$ cat src/sv/cfr_pkg.sv
// Shared constants for the CAN fragment reassembler.
// No dependencies; used by can_fragment_reassembler.
`timescale 1ns / 1ps

package cfr_pkg;

  localparam int MAX_PACKET = 512;
  localparam int INDEX_BITS = 6;

  localparam int LEN_BITS  = $clog2(MAX_PACKET + 1);
  localparam int ROWS      = MAX_PACKET / 8;
  localparam int ROW_BITS  = $clog2(ROWS);
  localparam int LANES     = 8;

  // frame layout
  localparam int CTL_START_BIT = 7;
  localparam int CTL_END_BIT   = 6;
  localparam logic [3:0] DLC_MAX  = 4'd8;
  localparam logic [2:0] START_HDR = 3'd3;
  localparam logic [2:0] CONT_HDR  = 3'd1;

  // request function codes
  localparam logic FUNC_FRAME = 1'b0;
  localparam logic FUNC_READ  = 1'b1;

  // result status codes
  localparam logic [1:0] ST_NONE = 2'd0;
  localparam logic [1:0] ST_DONE = 2'd1;
  localparam logic [1:0] ST_ERR  = 2'd2;

  // register index (paddr[2])
  localparam logic REG_MATCH_ID = 1'b0;
  localparam logic REG_MIN_LEN  = 1'b1;

endpackage

$ cat src/sv/can_fragment_reassembler.sv
// CAN fragment reassembler: rebuilds one packet from CAN frames into a banked
// byte store. Depends on cfr_pkg and cfr_ram.
// An accepted request passes the stage-1 register, then the output register.
// Throughput: one request per cycle while the output is not stalled; frame
// checks and the banked store write (8 byte banks, one byte per bank) finish
// in the accept cycle. Reset clears control state, valid flags and config
// registers; the packet store is not cleared.
`timescale 1ns / 1ps

module can_fragment_reassembler (
  input  logic        clk,
  input  logic        rst_n,
  // request channel
  input  logic        in_valid,
  output logic        in_stall,
  input  logic        in_func,
  input  logic [10:0] in_can_id,
  input  logic [3:0]  in_dlc,
  input  logic [63:0] in_frame_data,
  input  logic [5:0]  in_read_addr,
  // result channel
  output logic        out_valid,
  input  logic        out_stall,
  output logic [1:0]  out_status,
  output logic [9:0]  out_pkt_len,
  output logic [63:0] out_read_data,
  // configuration
  input  logic        psel,
  input  logic        penable,
  input  logic        pwrite,
  input  logic [2:0]  paddr,
  input  logic [31:0] pwdata,
  output logic [31:0] prdata,
  output logic        pready
);

  localparam int LB = cfr_pkg::LEN_BITS;
  localparam int RB = cfr_pkg::ROW_BITS;

  // config registers
  logic [10:0]   match_id_r;
  logic [LB-1:0] min_len_r;

  // packet state
  logic          busy_r,      busy_nxt;
  logic [15:0]   total_len_r, total_len_nxt;
  logic [LB-1:0] got_len_r,   got_len_nxt;
  logic [7:0]    next_frag_r, next_frag_nxt;

  // stage between accept and output
  logic          p1_valid_r;
  logic          p1_read_r;
  logic [1:0]    p1_status_r, p1_status_nxt;
  logic [LB-1:0] p1_len_r,    p1_len_nxt;
  logic          p1_adv;

  logic          out_valid_r;
  logic [1:0]    out_status_r;
  logic [9:0]    out_len_r;
  logic [63:0]   out_data_r;

  logic in_acc;
  logic cfg_wr;

  // decode
  logic [7:0]    ctl;
  logic          is_start, is_end;
  logic          dlc_bad, id_ok;
  logic          start_err, len_err, cont_err;
  logic [15:0]   ann_len, tot;
  logic [LB-1:0] base_len, remaining, new_got;
  logic [2:0]    offset;
  logic [3:0]    chunk, eff_chunk;
  logic          over, surplus_nz, over_err, proceed, got_eq_tot;
  logic          frame_ok, wr_en;
  logic [LB:0]   surplus_start;

  // store banks
  logic [cfr_pkg::LANES-1:0] bank_we;
  logic [RB-1:0] bank_row [cfr_pkg::LANES];
  logic [7:0]    bank_wd  [cfr_pkg::LANES];
  logic [7:0]    bank_rd  [cfr_pkg::LANES];
  logic [63:0]   rd_word;

  assign pready = 1'b1;
  assign cfg_wr = psel & penable & pwrite;

  always_comb begin
    unique case (paddr[2])
      cfr_pkg::REG_MATCH_ID: prdata = {21'd0, match_id_r};
      cfr_pkg::REG_MIN_LEN:  prdata = {{(32 - LB){1'b0}}, min_len_r};
      default:               prdata = '0;
    endcase
  end

  // output register takes stage 1 when empty or being drained
  assign p1_adv   = !out_valid_r || !out_stall;
  assign in_stall = p1_valid_r && !p1_adv;
  assign in_acc   = in_valid && !in_stall;

  assign ctl      = in_frame_data[7:0];
  assign is_start = ctl[cfr_pkg::CTL_START_BIT];
  assign is_end   = ctl[cfr_pkg::CTL_END_BIT];
  assign dlc_bad  = (in_dlc == 4'd0) || (in_dlc > cfr_pkg::DLC_MAX);
  assign id_ok    = (in_can_id == match_id_r);
  assign ann_len  = in_frame_data[23:8];

  assign start_err = (ctl[cfr_pkg::INDEX_BITS-1:0] != '0) || (in_dlc < 4'(cfr_pkg::START_HDR));
  assign len_err   = (ann_len < 16'(min_len_r)) || (ann_len > 16'(cfr_pkg::MAX_PACKET));
  assign cont_err  = !busy_r || (next_frag_r != 8'(ctl[cfr_pkg::INDEX_BITS-1:0]));

  assign offset    = is_start ? cfr_pkg::START_HDR : cfr_pkg::CONT_HDR;
  assign base_len  = is_start ? '0 : got_len_r;
  assign tot       = is_start ? ann_len : total_len_r;
  assign chunk     = in_dlc - {1'b0, offset};
  assign remaining = tot[LB-1:0] - base_len;
  assign over      = LB'(chunk) > remaining;
  assign surplus_start = {1'b0, remaining} + (LB + 1)'(offset);

  // surplus bytes past the expected length must all be zero
  always_comb begin
    surplus_nz = 1'b0;
    for (int p = 1; p < 8; p++) begin
      if ((4'(p) < in_dlc) && ((LB + 1)'(p) >= surplus_start) &&
          (in_frame_data[p*8 +: 8] != 8'd0)) begin
        surplus_nz = 1'b1;
      end
    end
  end

  assign over_err   = over && (!is_end || surplus_nz);
  assign proceed    = (is_start ? (!start_err && !len_err) : !cont_err) && !over_err;
  assign eff_chunk  = over ? remaining[3:0] : chunk;
  assign new_got    = base_len + LB'(eff_chunk);
  assign got_eq_tot = (16'(new_got) == tot);
  assign frame_ok   = (in_func == cfr_pkg::FUNC_FRAME) && !dlc_bad && id_ok;
  assign wr_en      = in_acc && frame_ok && proceed;

  always_comb begin
    busy_nxt      = busy_r;
    total_len_nxt = total_len_r;
    got_len_nxt   = got_len_r;
    next_frag_nxt = next_frag_r;
    p1_status_nxt = cfr_pkg::ST_NONE;
    p1_len_nxt    = '0;
    if (in_func == cfr_pkg::FUNC_READ) begin
      p1_status_nxt = cfr_pkg::ST_NONE;
    end else if (dlc_bad) begin
      p1_status_nxt = cfr_pkg::ST_ERR;
    end else if (id_ok) begin
      busy_nxt = proceed && !is_end && !got_eq_tot;
      if (is_start) begin
        if (!start_err) begin
          total_len_nxt = ann_len;
          if (!len_err) begin
            next_frag_nxt = 8'd1;
            got_len_nxt   = over_err ? '0 : new_got;
          end
        end
      end else if (!cont_err) begin
        next_frag_nxt = next_frag_r + 8'd1;
        if (!over_err) begin
          got_len_nxt = new_got;
        end
      end
      if (proceed && is_end && got_eq_tot) begin
        p1_status_nxt = cfr_pkg::ST_DONE;
        p1_len_nxt    = new_got;
      end else if (proceed && !is_end && !got_eq_tot) begin
        p1_status_nxt = cfr_pkg::ST_NONE;
      end else begin
        p1_status_nxt = cfr_pkg::ST_ERR;
      end
    end
  end

  // byte lane routing: bank b takes store byte with address mod 8 == b
  always_comb begin
    logic [2:0] lane;
    logic [2:0] sel;
    for (int b = 0; b < cfr_pkg::LANES; b++) begin
      lane        = 3'(b) - base_len[2:0];
      sel         = lane + offset;
      bank_we[b]  = wr_en && ({1'b0, lane} < eff_chunk);
      bank_row[b] = base_len[RB+2:3] + RB'(3'(b) < base_len[2:0]);
      bank_wd[b]  = in_frame_data[{sel, 3'b000} +: 8];
    end
  end

  for (genvar g = 0; g < cfr_pkg::LANES; g++) begin : g_bank
    cfr_ram #(
      .WIDTH(8),
      .DEPTH(cfr_pkg::ROWS)
    ) u_bank (
      .clk  (clk),
      .we   (bank_we[g]),
      .waddr(bank_row[g]),
      .wdata(bank_wd[g]),
      .re   (in_acc && (in_func == cfr_pkg::FUNC_READ)),
      .raddr(in_read_addr[RB-1:0]),
      .rdata(bank_rd[g])
    );
    assign rd_word[g*8 +: 8] = bank_rd[g];
  end

  always_ff @(posedge clk) begin
    if (!rst_n) begin
      match_id_r  <= '0;
      min_len_r   <= LB'(4);
      busy_r      <= 1'b0;
      total_len_r <= '0;
      got_len_r   <= '0;
      next_frag_r <= '0;
      p1_valid_r  <= 1'b0;
      out_valid_r <= 1'b0;
    end else begin
      if (cfg_wr) begin
        unique case (paddr[2])
          cfr_pkg::REG_MATCH_ID: match_id_r <= pwdata[10:0];
          cfr_pkg::REG_MIN_LEN:  min_len_r  <= pwdata[LB-1:0];
          default: ;
        endcase
      end
      if (in_acc) begin
        busy_r      <= busy_nxt;
        total_len_r <= total_len_nxt;
        got_len_r   <= got_len_nxt;
        next_frag_r <= next_frag_nxt;
      end
      if (in_acc) begin
        p1_valid_r <= 1'b1;
      end else if (p1_adv) begin
        p1_valid_r <= 1'b0;
      end
      if (p1_adv) begin
        out_valid_r <= p1_valid_r;
      end
    end
  end

  always_ff @(posedge clk) begin
    if (in_acc) begin
      p1_read_r   <= (in_func == cfr_pkg::FUNC_READ);
      p1_status_r <= p1_status_nxt;
      p1_len_r    <= p1_len_nxt;
    end
    if (p1_adv && p1_valid_r) begin
      out_status_r <= p1_status_r;
      out_len_r    <= 10'(p1_len_r);
      out_data_r   <= p1_read_r ? rd_word : 64'd0;
    end
  end

  assign out_valid     = out_valid_r;
  assign out_status    = out_status_r;
  assign out_pkt_len   = out_len_r;
  assign out_read_data = out_data_r;

endmodule

$ cat src/sv/cfr_ram.sv
// Generic simple dual-port RAM, one write and one registered read port.
// No dependencies.
`timescale 1ns / 1ps

module cfr_ram #(
  parameter int WIDTH = 8,
  parameter int DEPTH = 64
) (
  input  logic                     clk,
  input  logic                     we,
  input  logic [$clog2(DEPTH)-1:0] waddr,
  input  logic [WIDTH-1:0]         wdata,
  input  logic                     re,
  input  logic [$clog2(DEPTH)-1:0] raddr,
  output logic [WIDTH-1:0]         rdata
);

  logic [WIDTH-1:0] mem [DEPTH];

  always_ff @(posedge clk) begin
    if (we) begin
      mem[waddr] <= wdata;
    end
    if (re) begin
      rdata <= mem[raddr];
    end
  end

endmodule

$ cat config.mk
export PLATFORM = sky130hd
export DESIGN_NAME = can_fragment_reassembler
export DESIGN_NICKNAME = d
export VERILOG_FILES = /design/src/sv/cfr_pkg.sv /design/src/sv/can_fragment_reassembler.sv /design/src/sv/cfr_ram.sv
export SDC_FILE = /design/constraint.sdc
export NUM_CORES = 2
export LEC_CHECK = 0
export BUFFER_PORTS_ARGS = -buffer_cell sky130_fd_sc_hd__buf_2
export CAP_MARGIN = 5
export CORE_UTILIZATION = 37
export CTS_CLUSTER_SIZE = 16
export DETAILED_ROUTE_END_ITERATION = 8
export PLACE_DENSITY_LB_ADDON = 0.08
export SYNTH_ARGS = -nofsm -noshare
export SYNTH_HDL_FRONTEND = slang
export SYNTH_SLANG_ARGS = --single-unit
$ cat constraint.sdc
create_clock -name clk -period 19.5 [get_ports clk]
set_input_delay 5.85 -clock clk [delete_from_list [all_inputs] [get_ports clk]]
set_output_delay 5.85 -clock clk [all_outputs]
set_load 0.03 [all_outputs]
# ---- After elaboration in Yosys (flattened, before gate mapping)
# Memory sizes are Yosys's and may differ from the RTL's. A register that Yosys moved wholly into a read port is not among the register bits.
# Index checks and enable logic that the tools add are counted.
dict set report word_totals {
  reg_bits 147
  ram_bits 4096
  out_inout_bits 111
  wordCells 228
  mem_count 8
}
# name depth width rd rd_clocked_by_memory_dff wr line
set memory_table {}
lappend memory_table {{g_bank[0].u_bank.mem} 64 8 1 1 1 cfr_ram.sv:18} ;# logic [WIDTH-1:0] mem [DEPTH];
lappend memory_table {{g_bank[1].u_bank.mem} 64 8 1 1 1 cfr_ram.sv:18}
lappend memory_table {{g_bank[2].u_bank.mem} 64 8 1 1 1 cfr_ram.sv:18}
lappend memory_table {{g_bank[3].u_bank.mem} 64 8 1 1 1 cfr_ram.sv:18}
lappend memory_table {{g_bank[4].u_bank.mem} 64 8 1 1 1 cfr_ram.sv:18}
lappend memory_table {{g_bank[5].u_bank.mem} 64 8 1 1 1 cfr_ram.sv:18}
lappend memory_table {{+2 memories} -- -- -- -- -- --}
dict set report classes {
  addsub 29
  order_cmp 35
  eq_ne 7
  n_shift 8
  mux 45
  bitwise 8
  n_reduce_logical 73
}
# operator count
set op_table {}
lappend op_table {{$shiftx 64x7->8} 8}
lappend op_table {{$mux 10} 7}
lappend op_table {{$pmux 32 s2} 1}
lappend op_table {{$reduce_bool 8->1} 7}
lappend op_table {{$add 6x1->6} 8}
lappend op_table {{$ge 3x11->1 const A} 4}
lappend op_table {{$logic_and 1x1->1} 37}
lappend op_table {{$lt 3x4->1} 8}
lappend op_table {{$mux 8} 4}
lappend op_table {{$mux 1} 26}
lappend op_table {{$add 3x2->3} 8}
lappend op_table {{$ge 2x11->1 const A} 2}
lappend op_table {{$eq 10x16->1} 1}
lappend op_table {{$gt 16x10->1 const B} 1}
lappend op_table {{$lt 16x10->1} 1}
lappend op_table {{$lt 3x4->1 const A} 4}
lappend op_table {{$mux 16} 1}
lappend op_table {{$logic_not 1->1} 12}
lappend op_table {{$lt 3x3->1 const A} 4}
lappend op_table {{$sub 3x3->3 const A} 4}
lappend op_table {{$add 10x2->11} 1}
lappend op_table {{$eq 11x11->1} 1}
lappend op_table {{$ge 1x11->1 const A} 1}
lappend op_table {{$add 10x4->10} 1}
lappend op_table {{other kinds (29)} 53}

# ---- Logic depth before layout (Yosys ltp)
dict set report depth {
  ltp_word 23
  ltp_mapped 31
  ltp_nobuf 27
}

# ---- Hierarchy
# A second synthesis with hierarchy kept.
dict set report hier_totals {
  cells_unflattened 8682
  hier_area_um2 173232.4
}
# mod n_inst cells_per_inst area_per_inst_um2
set by_module_without_submodules {}
lappend by_module_without_submodules {cfr_ram 8 940 20246.9}
lappend by_module_without_submodules {can_fragment_reassembler 1 1162 11257.0}

# ---- Worst setup path after synthesis
# OpenSTA, ideal clock, no wires.
dict set report synth_timing {
  kind {input to output}
  startpoint {input port paddr[2]}
  endpoint {output port prdata[1]}
  arrival_ns 6.620
  required_ns 13.650
  setup_slack_ns 7.030
  cell_stages 2
  n_path_buf 1
  cell_sequence {buf_1 > mux2_2}
}
dict set report synth_between {
  elab_chain_cells 2
}
# item line
set synth_rtl {}
lappend synth_rtl {{start, declared} can_fragment_reassembler.sv:31} ;# input logic [2:0] paddr,
lappend synth_rtl {{$not 1->1 (no source line)} --}
lappend synth_rtl {{$pmux 32 s2 (*)} can_fragment_reassembler.sv:89} ;# unique case (paddr[2])
lappend synth_rtl {{end, declared} can_fragment_reassembler.sv:33} ;# output logic [31:0] prdata,
# Mark *: on every way between the ends. The rest lies on a longest branch, timed or not. The select of a mux whose other input is x is not followed.

# ---- Worst setup path in the final report
dict set report layout_timing {
  startpoint {input port in_frame_data[7]}
  endpoint {register p1_len_r[8], data pin}
}
dict set report layout_between {
  elab_chain_cells 21
}
# item line
set layout_rtl {}
lappend layout_rtl {{start, declared} can_fragment_reassembler.sv:19} ;# input logic [63:0] in_frame_data,
lappend layout_rtl {{$mux 16 / $mux 10 (equally long branches)} {can_fragment_reassembler.sv:114, can_fragment_reassembler.sv:113}}
lappend layout_rtl {{$sub 10x10->10} can_fragment_reassembler.sv:116} ;# assign remaining = tot[LB-1:0] - base_len;
lappend layout_rtl {{$add 10x2->11} can_fragment_reassembler.sv:118} ;# assign surplus_start = {1'b0, remaining} + (LB + 1)'(offset);
lappend layout_rtl {{$ge 1x11->1} can_fragment_reassembler.sv:124} ;# if ((4'(p) < in_dlc) && ((LB + 1)'(p) >= surplus_start) &&
lappend layout_rtl {{$logic_and 1x1->1 (2 in a row)} can_fragment_reassembler.sv:124}
lappend layout_rtl {{$mux 1 (7 in a row)} can_fragment_reassembler.sv:124}
lappend layout_rtl {{$logic_or 1x1->1} can_fragment_reassembler.sv:131} ;# assign over_err = over && (!is_end || surplus_nz);
lappend layout_rtl {{$logic_and 1x1->1} can_fragment_reassembler.sv:131}
lappend layout_rtl {{$logic_not 1->1} --}
lappend layout_rtl {{$logic_and 1x1->1} can_fragment_reassembler.sv:132} ;# assign proceed = (is_start ? (!start_err && !len_err) : !cont_err) && !over_err;
lappend layout_rtl {{$logic_and 1x1->1 (2 in a row)} can_fragment_reassembler.sv:166} ;# if (proceed && is_end && got_eq_tot) begin
lappend layout_rtl {{$not 1->1 (no source line)} --}
lappend layout_rtl {{$reduce_or 4->1 (no source line)} --}
lappend layout_rtl {{end signal, assigned} can_fragment_reassembler.sv:245} ;# p1_len_r <= p1_len_nxt;
lappend layout_rtl {{end, declared} can_fragment_reassembler.sv:54} ;# logic [LB-1:0] p1_len_r, p1_len_nxt;
# Parallel ways exist; a longest one is shown, timed or not.
# A chain may end at the register's enable or synchronous reset.

==> run_results.csv <==
group,metric,value,unit
die,die_x,686,um
cts,cts_resized,0,
synth,synth_edf_count,4249,
global_routing,track_usage,20.4,%
die,die_h,686,um
place,io_buffers,193,
cts,cts.sinks,4307,
route,drcViolationCount,0,
min_path,hp-class,"reg -> reg",
power_and_ir_drop,power_density,101,nW/um2
outcome,status,"complete, no violations",
worst_setup_path,crit_arrival,13.80,ns
synth,netlist_instances,7869,
die,dieArea,470000,um2
worst_setup_path,crit_start,"in_frame_data[7]",
place,globalplace.congestion,0.830,
cts,htreeDepth,5,
worst_setup_path,start_kind,"input pin",
timing,max_freq,0.0771,GHz
synth,synth_top_cell_by_area,"edfxtp_1",
route,first_pass_iters,6,
cells_and_area,layout.nets,8654,
cts,clk_path_buf_depth,4,
synth,ys_warn_count,0,
cts,clk_pin_slew,0.06,ns
cells_and_area,areaGrowthSynthToFinish,15.4,%
die,core_area,465000,um2
place,dp_slack,5.62,ns
synth,yosysMostFrequentCell,"edfxtp_1",
worst_setup_path,critPathMaxFanout,27,
worst_setup_path,setup.worst_path.end_class,"register",
route,drtIter0Drc,7290,
synth,synthTopCellsByCount,"edfxtp_1, mux4_2, nor4_1, clkbuf_1, nand2_1",
timing,setup_tns,0,ns
power_and_ir_drop,intPower,0.0156,W
power_and_ir_drop,vdd_drop_max,0.0728,mV
timing,hold_viol_final,0,
timing,timing.final.ws_setup,6.54,ns
power_and_ir_drop,pwr-share-comb,6.1,%
global_routing,grt_max_degree,139,
cts,postCtsHoldBufs,0,
die,ioPinCount,239,
synth,synth_top_area_share,73.7,%
timing,period_minus_slack,12.96,ns
die,num_rows,250,
timing,rsz0062_at_grt,"no",
worst_setup_path,timing.rr.start,"got_len_r[0]$_SDFFE_PN0P_",
place,dp_hpwl,303000,um
synth,synth_cell_types,83,
power_and_ir_drop,p_clk_share,42.5,%
synth,syn_area,173000,um2
global_routing,grt_pass1_wl,680000,um
timing,relSlewSlack,10.9,%
cells_and_area,fill_cells,40000,
synth,yosys-top-cells-area,"edfxtp_1, mux4_2, nor4_1",
timing,fin_crit_sh,66.5,%
cts,insertion_delay,1.01,ns
cells_and_area,drive_gt1_share,34.5,%
synth,synthFlopType,"edfxtp_1",
global_routing,grt_overflow,0,
synth,async_flop_share,0,%
cts,cts_buffers,462,
die,start_util,37.3,%
cts,cts_setup_buffers,0,
global_routing,grt_antenna_before_repair,73,
synth,syn_area_per_cell,22.0,um2
global_routing,grt_pass1_vias,86300,
min_path,min_from,"p1_len_r[1]$_SDFFCE_PP0P_",
power_and_ir_drop,seqPwrFrac,51.3,%
route,drt-total-wl,485000,um
power_and_ir_drop,sw_frac_of_total,22.3,%
power_and_ir_drop,power_switching,0.00450,W
timing,maxSlewViolCount,0,
cts,cts_root_buf,"clkbuf_16",
route,drt-vias-per-instance,5.55,
route,wl_per_cell,32.1,um
synth,ys_ff_latch,4307,
route,vias,83800,
power_and_ir_drop,p_leak,61.0,nW
worst_setup_path,path_class,"in -> reg",
timing,clock-skew-final,0.0621,ns
worst_setup_path,worstPathRequired,20.33,ns
synth,synth-seq-area-share,74.4,%
route,postRouteAntennaNets,0,
timing,setup_viol,0,
timing,worstMarginPinSlew,1.33,ns
cts,cts_tree,"yes",
job,drv_cap,0,
==> layout make-up <==
class	count	area, um2	area share, %
Tap cell	6174	7720	3.87
Sequential cell	4307	129000	64.5
Antenna cell	58	145	0.0727
Multi-Input combinational cell	3008	43800	21.9
Timing Repair Buffer	632	4460	2.23
Clock inverter	285	2550	1.28
Clock buffer	569	12200	6.09
Inverter	50	190	0.0952
==> through the flow <==
step / cell area [um2] / std cells / utilization (%) / hold slack (ns) / power, W
6_report: 200000 / 15100 / 43.0 / 0.432 / 0.0201
5_1_grt: 200000 / 15100 / 43.0 / 0.442 / 0.0208
4_1_cts: 200000 / 15000 / 43.0 / 0.432 / 0.0204
3_5_place_dp: 185000 / 14200 / 39.8 / 0.418 / 0.0118
3_3_place_gp: 185000 / 14200 / 39.8 / 0.416 / 0.0118
2_1_floorplan: 173000 / 7889 / - / 0.400 / 0.0113
==> critical path, stage by stage <==
cell and delay, ns:
buf_2 0.20, buf_4 0.39, buf_4 0.43, mux2i_1 0.54
inv_1 0.09, ha_1 0.29, nor2b_1 0.15, o22a_1 0.21
nor3_1 0.42, nor2_1 0.11, inv_1 0.12, ha_1 0.25
nand4_1 0.10, and4bb_2 0.27, o2111ai_2 0.45, a21oi_1 0.47
ha_1 0.25, inv_1 0.07, fa_1 0.51, nor3b_1 0.30
nor2_1 0.22, nor3_1 0.36, xnor3_1 0.20, nor3b_1 0.20
nand4b_1 0.26, or4_1 0.82, nor2b_1 0.21
==> worst paths after layout <==
path                                             endpoint  cells after the start  slack (ns)
worst max-delay path            p1_len_r[8]$_SDFFCE_PP0P_                     27        6.54
worst min-delay path             out_pkt_len[1]$_DFFE_PP_                      0        0.43
worst max register to register  p1_len_r[8]$_SDFFCE_PP0P_                     24       11.81
worst min register to register   out_pkt_len[1]$_DFFE_PP_                      0        0.43
==> per-layer routing <==
layer / share of wire (%) / vias to the layer above / global-route usage (%)
met2: 49 / 2132 / 33.1
met4: 2.7 / 18 / 5.62
li1: - / 35000 / -
met3: 5.2 / 642 / 3.38
met1: 44 / 46000 / 28.5
met5: 0.023 / - / 0
==> placed cells by master (no fill, tap or decap), types with 58 or more instances in the layout <==
| cell | synthesis | final |
|---|---|---|
| edfxtp_1 | 4249 | 4249 |
| mux4_2 | 1344 | 1344 |
| clkbuf_16 | 0 | 466 |
| buf_4 | 23 | 425 |
| nor4_2 | 11 | 303 |
| nand2_1 | 217 | 215 |
| nor4_1 | 507 | 207 |
| buf_2 | 52 | 187 |
| mux2i_1 | 152 | 151 |
| clkinv_1 | 2 | 120 |
| clkbuf_1 | 302 | 92 |
| nor2_1 | 93 | 89 |
| clkinv_2 | 0 | 86 |
| mux2_2 | 75 | 75 |
| and2_1 | 73 | 73 |
| ha_1 | 61 | 61 |
| diode_2 | 0 | 58 |
| dfxtp_1 | 58 | 58 |
==> power by group through the flow <==
stage,Sequential [W],Clock (W),Combinational [W]
after floorplan,0.0105,0,0.000709
after global placement,0.0105,0,0.00125
after detailed placement,0.0105,0,0.00127
after CTS,0.0103,0.00879,0.00127
after global routing,0.0103,0.00911,0.00132
final,0.0103,0.00857,0.00123
==> cell families after synthesis <==
| group | share of synthesized area (%) |
|---|---|
| xor gates and xnor gates | 0.549 |
| buffers and inverters | 1.56 |
| muxes | 18.9 |
| other | 0.00434 |
| and+or+nand+nor | 3.52 |
| DFF | 74.4 |
| adders and majority gates | 0.487 |
| AOI/OAI and AO/OA | 0.622 |
==> registers in the layout (all words and copies together) (netlist names) <==
name	count
next_frag_r	8
total_len_r	16
match_id_r	11
busy_r	1
out_pkt_len	10
p1_read_r	1
p1_valid_r	1
got_len_r	10
out_valid	1
p1_len_r	10
out_status	2
g_bank.u_bank.mem	4096
out_read_data	64
min_len_r	10
g_bank.u_bank.rdata	64
p1_status_r	2
(Power assumes the default switching activity.)
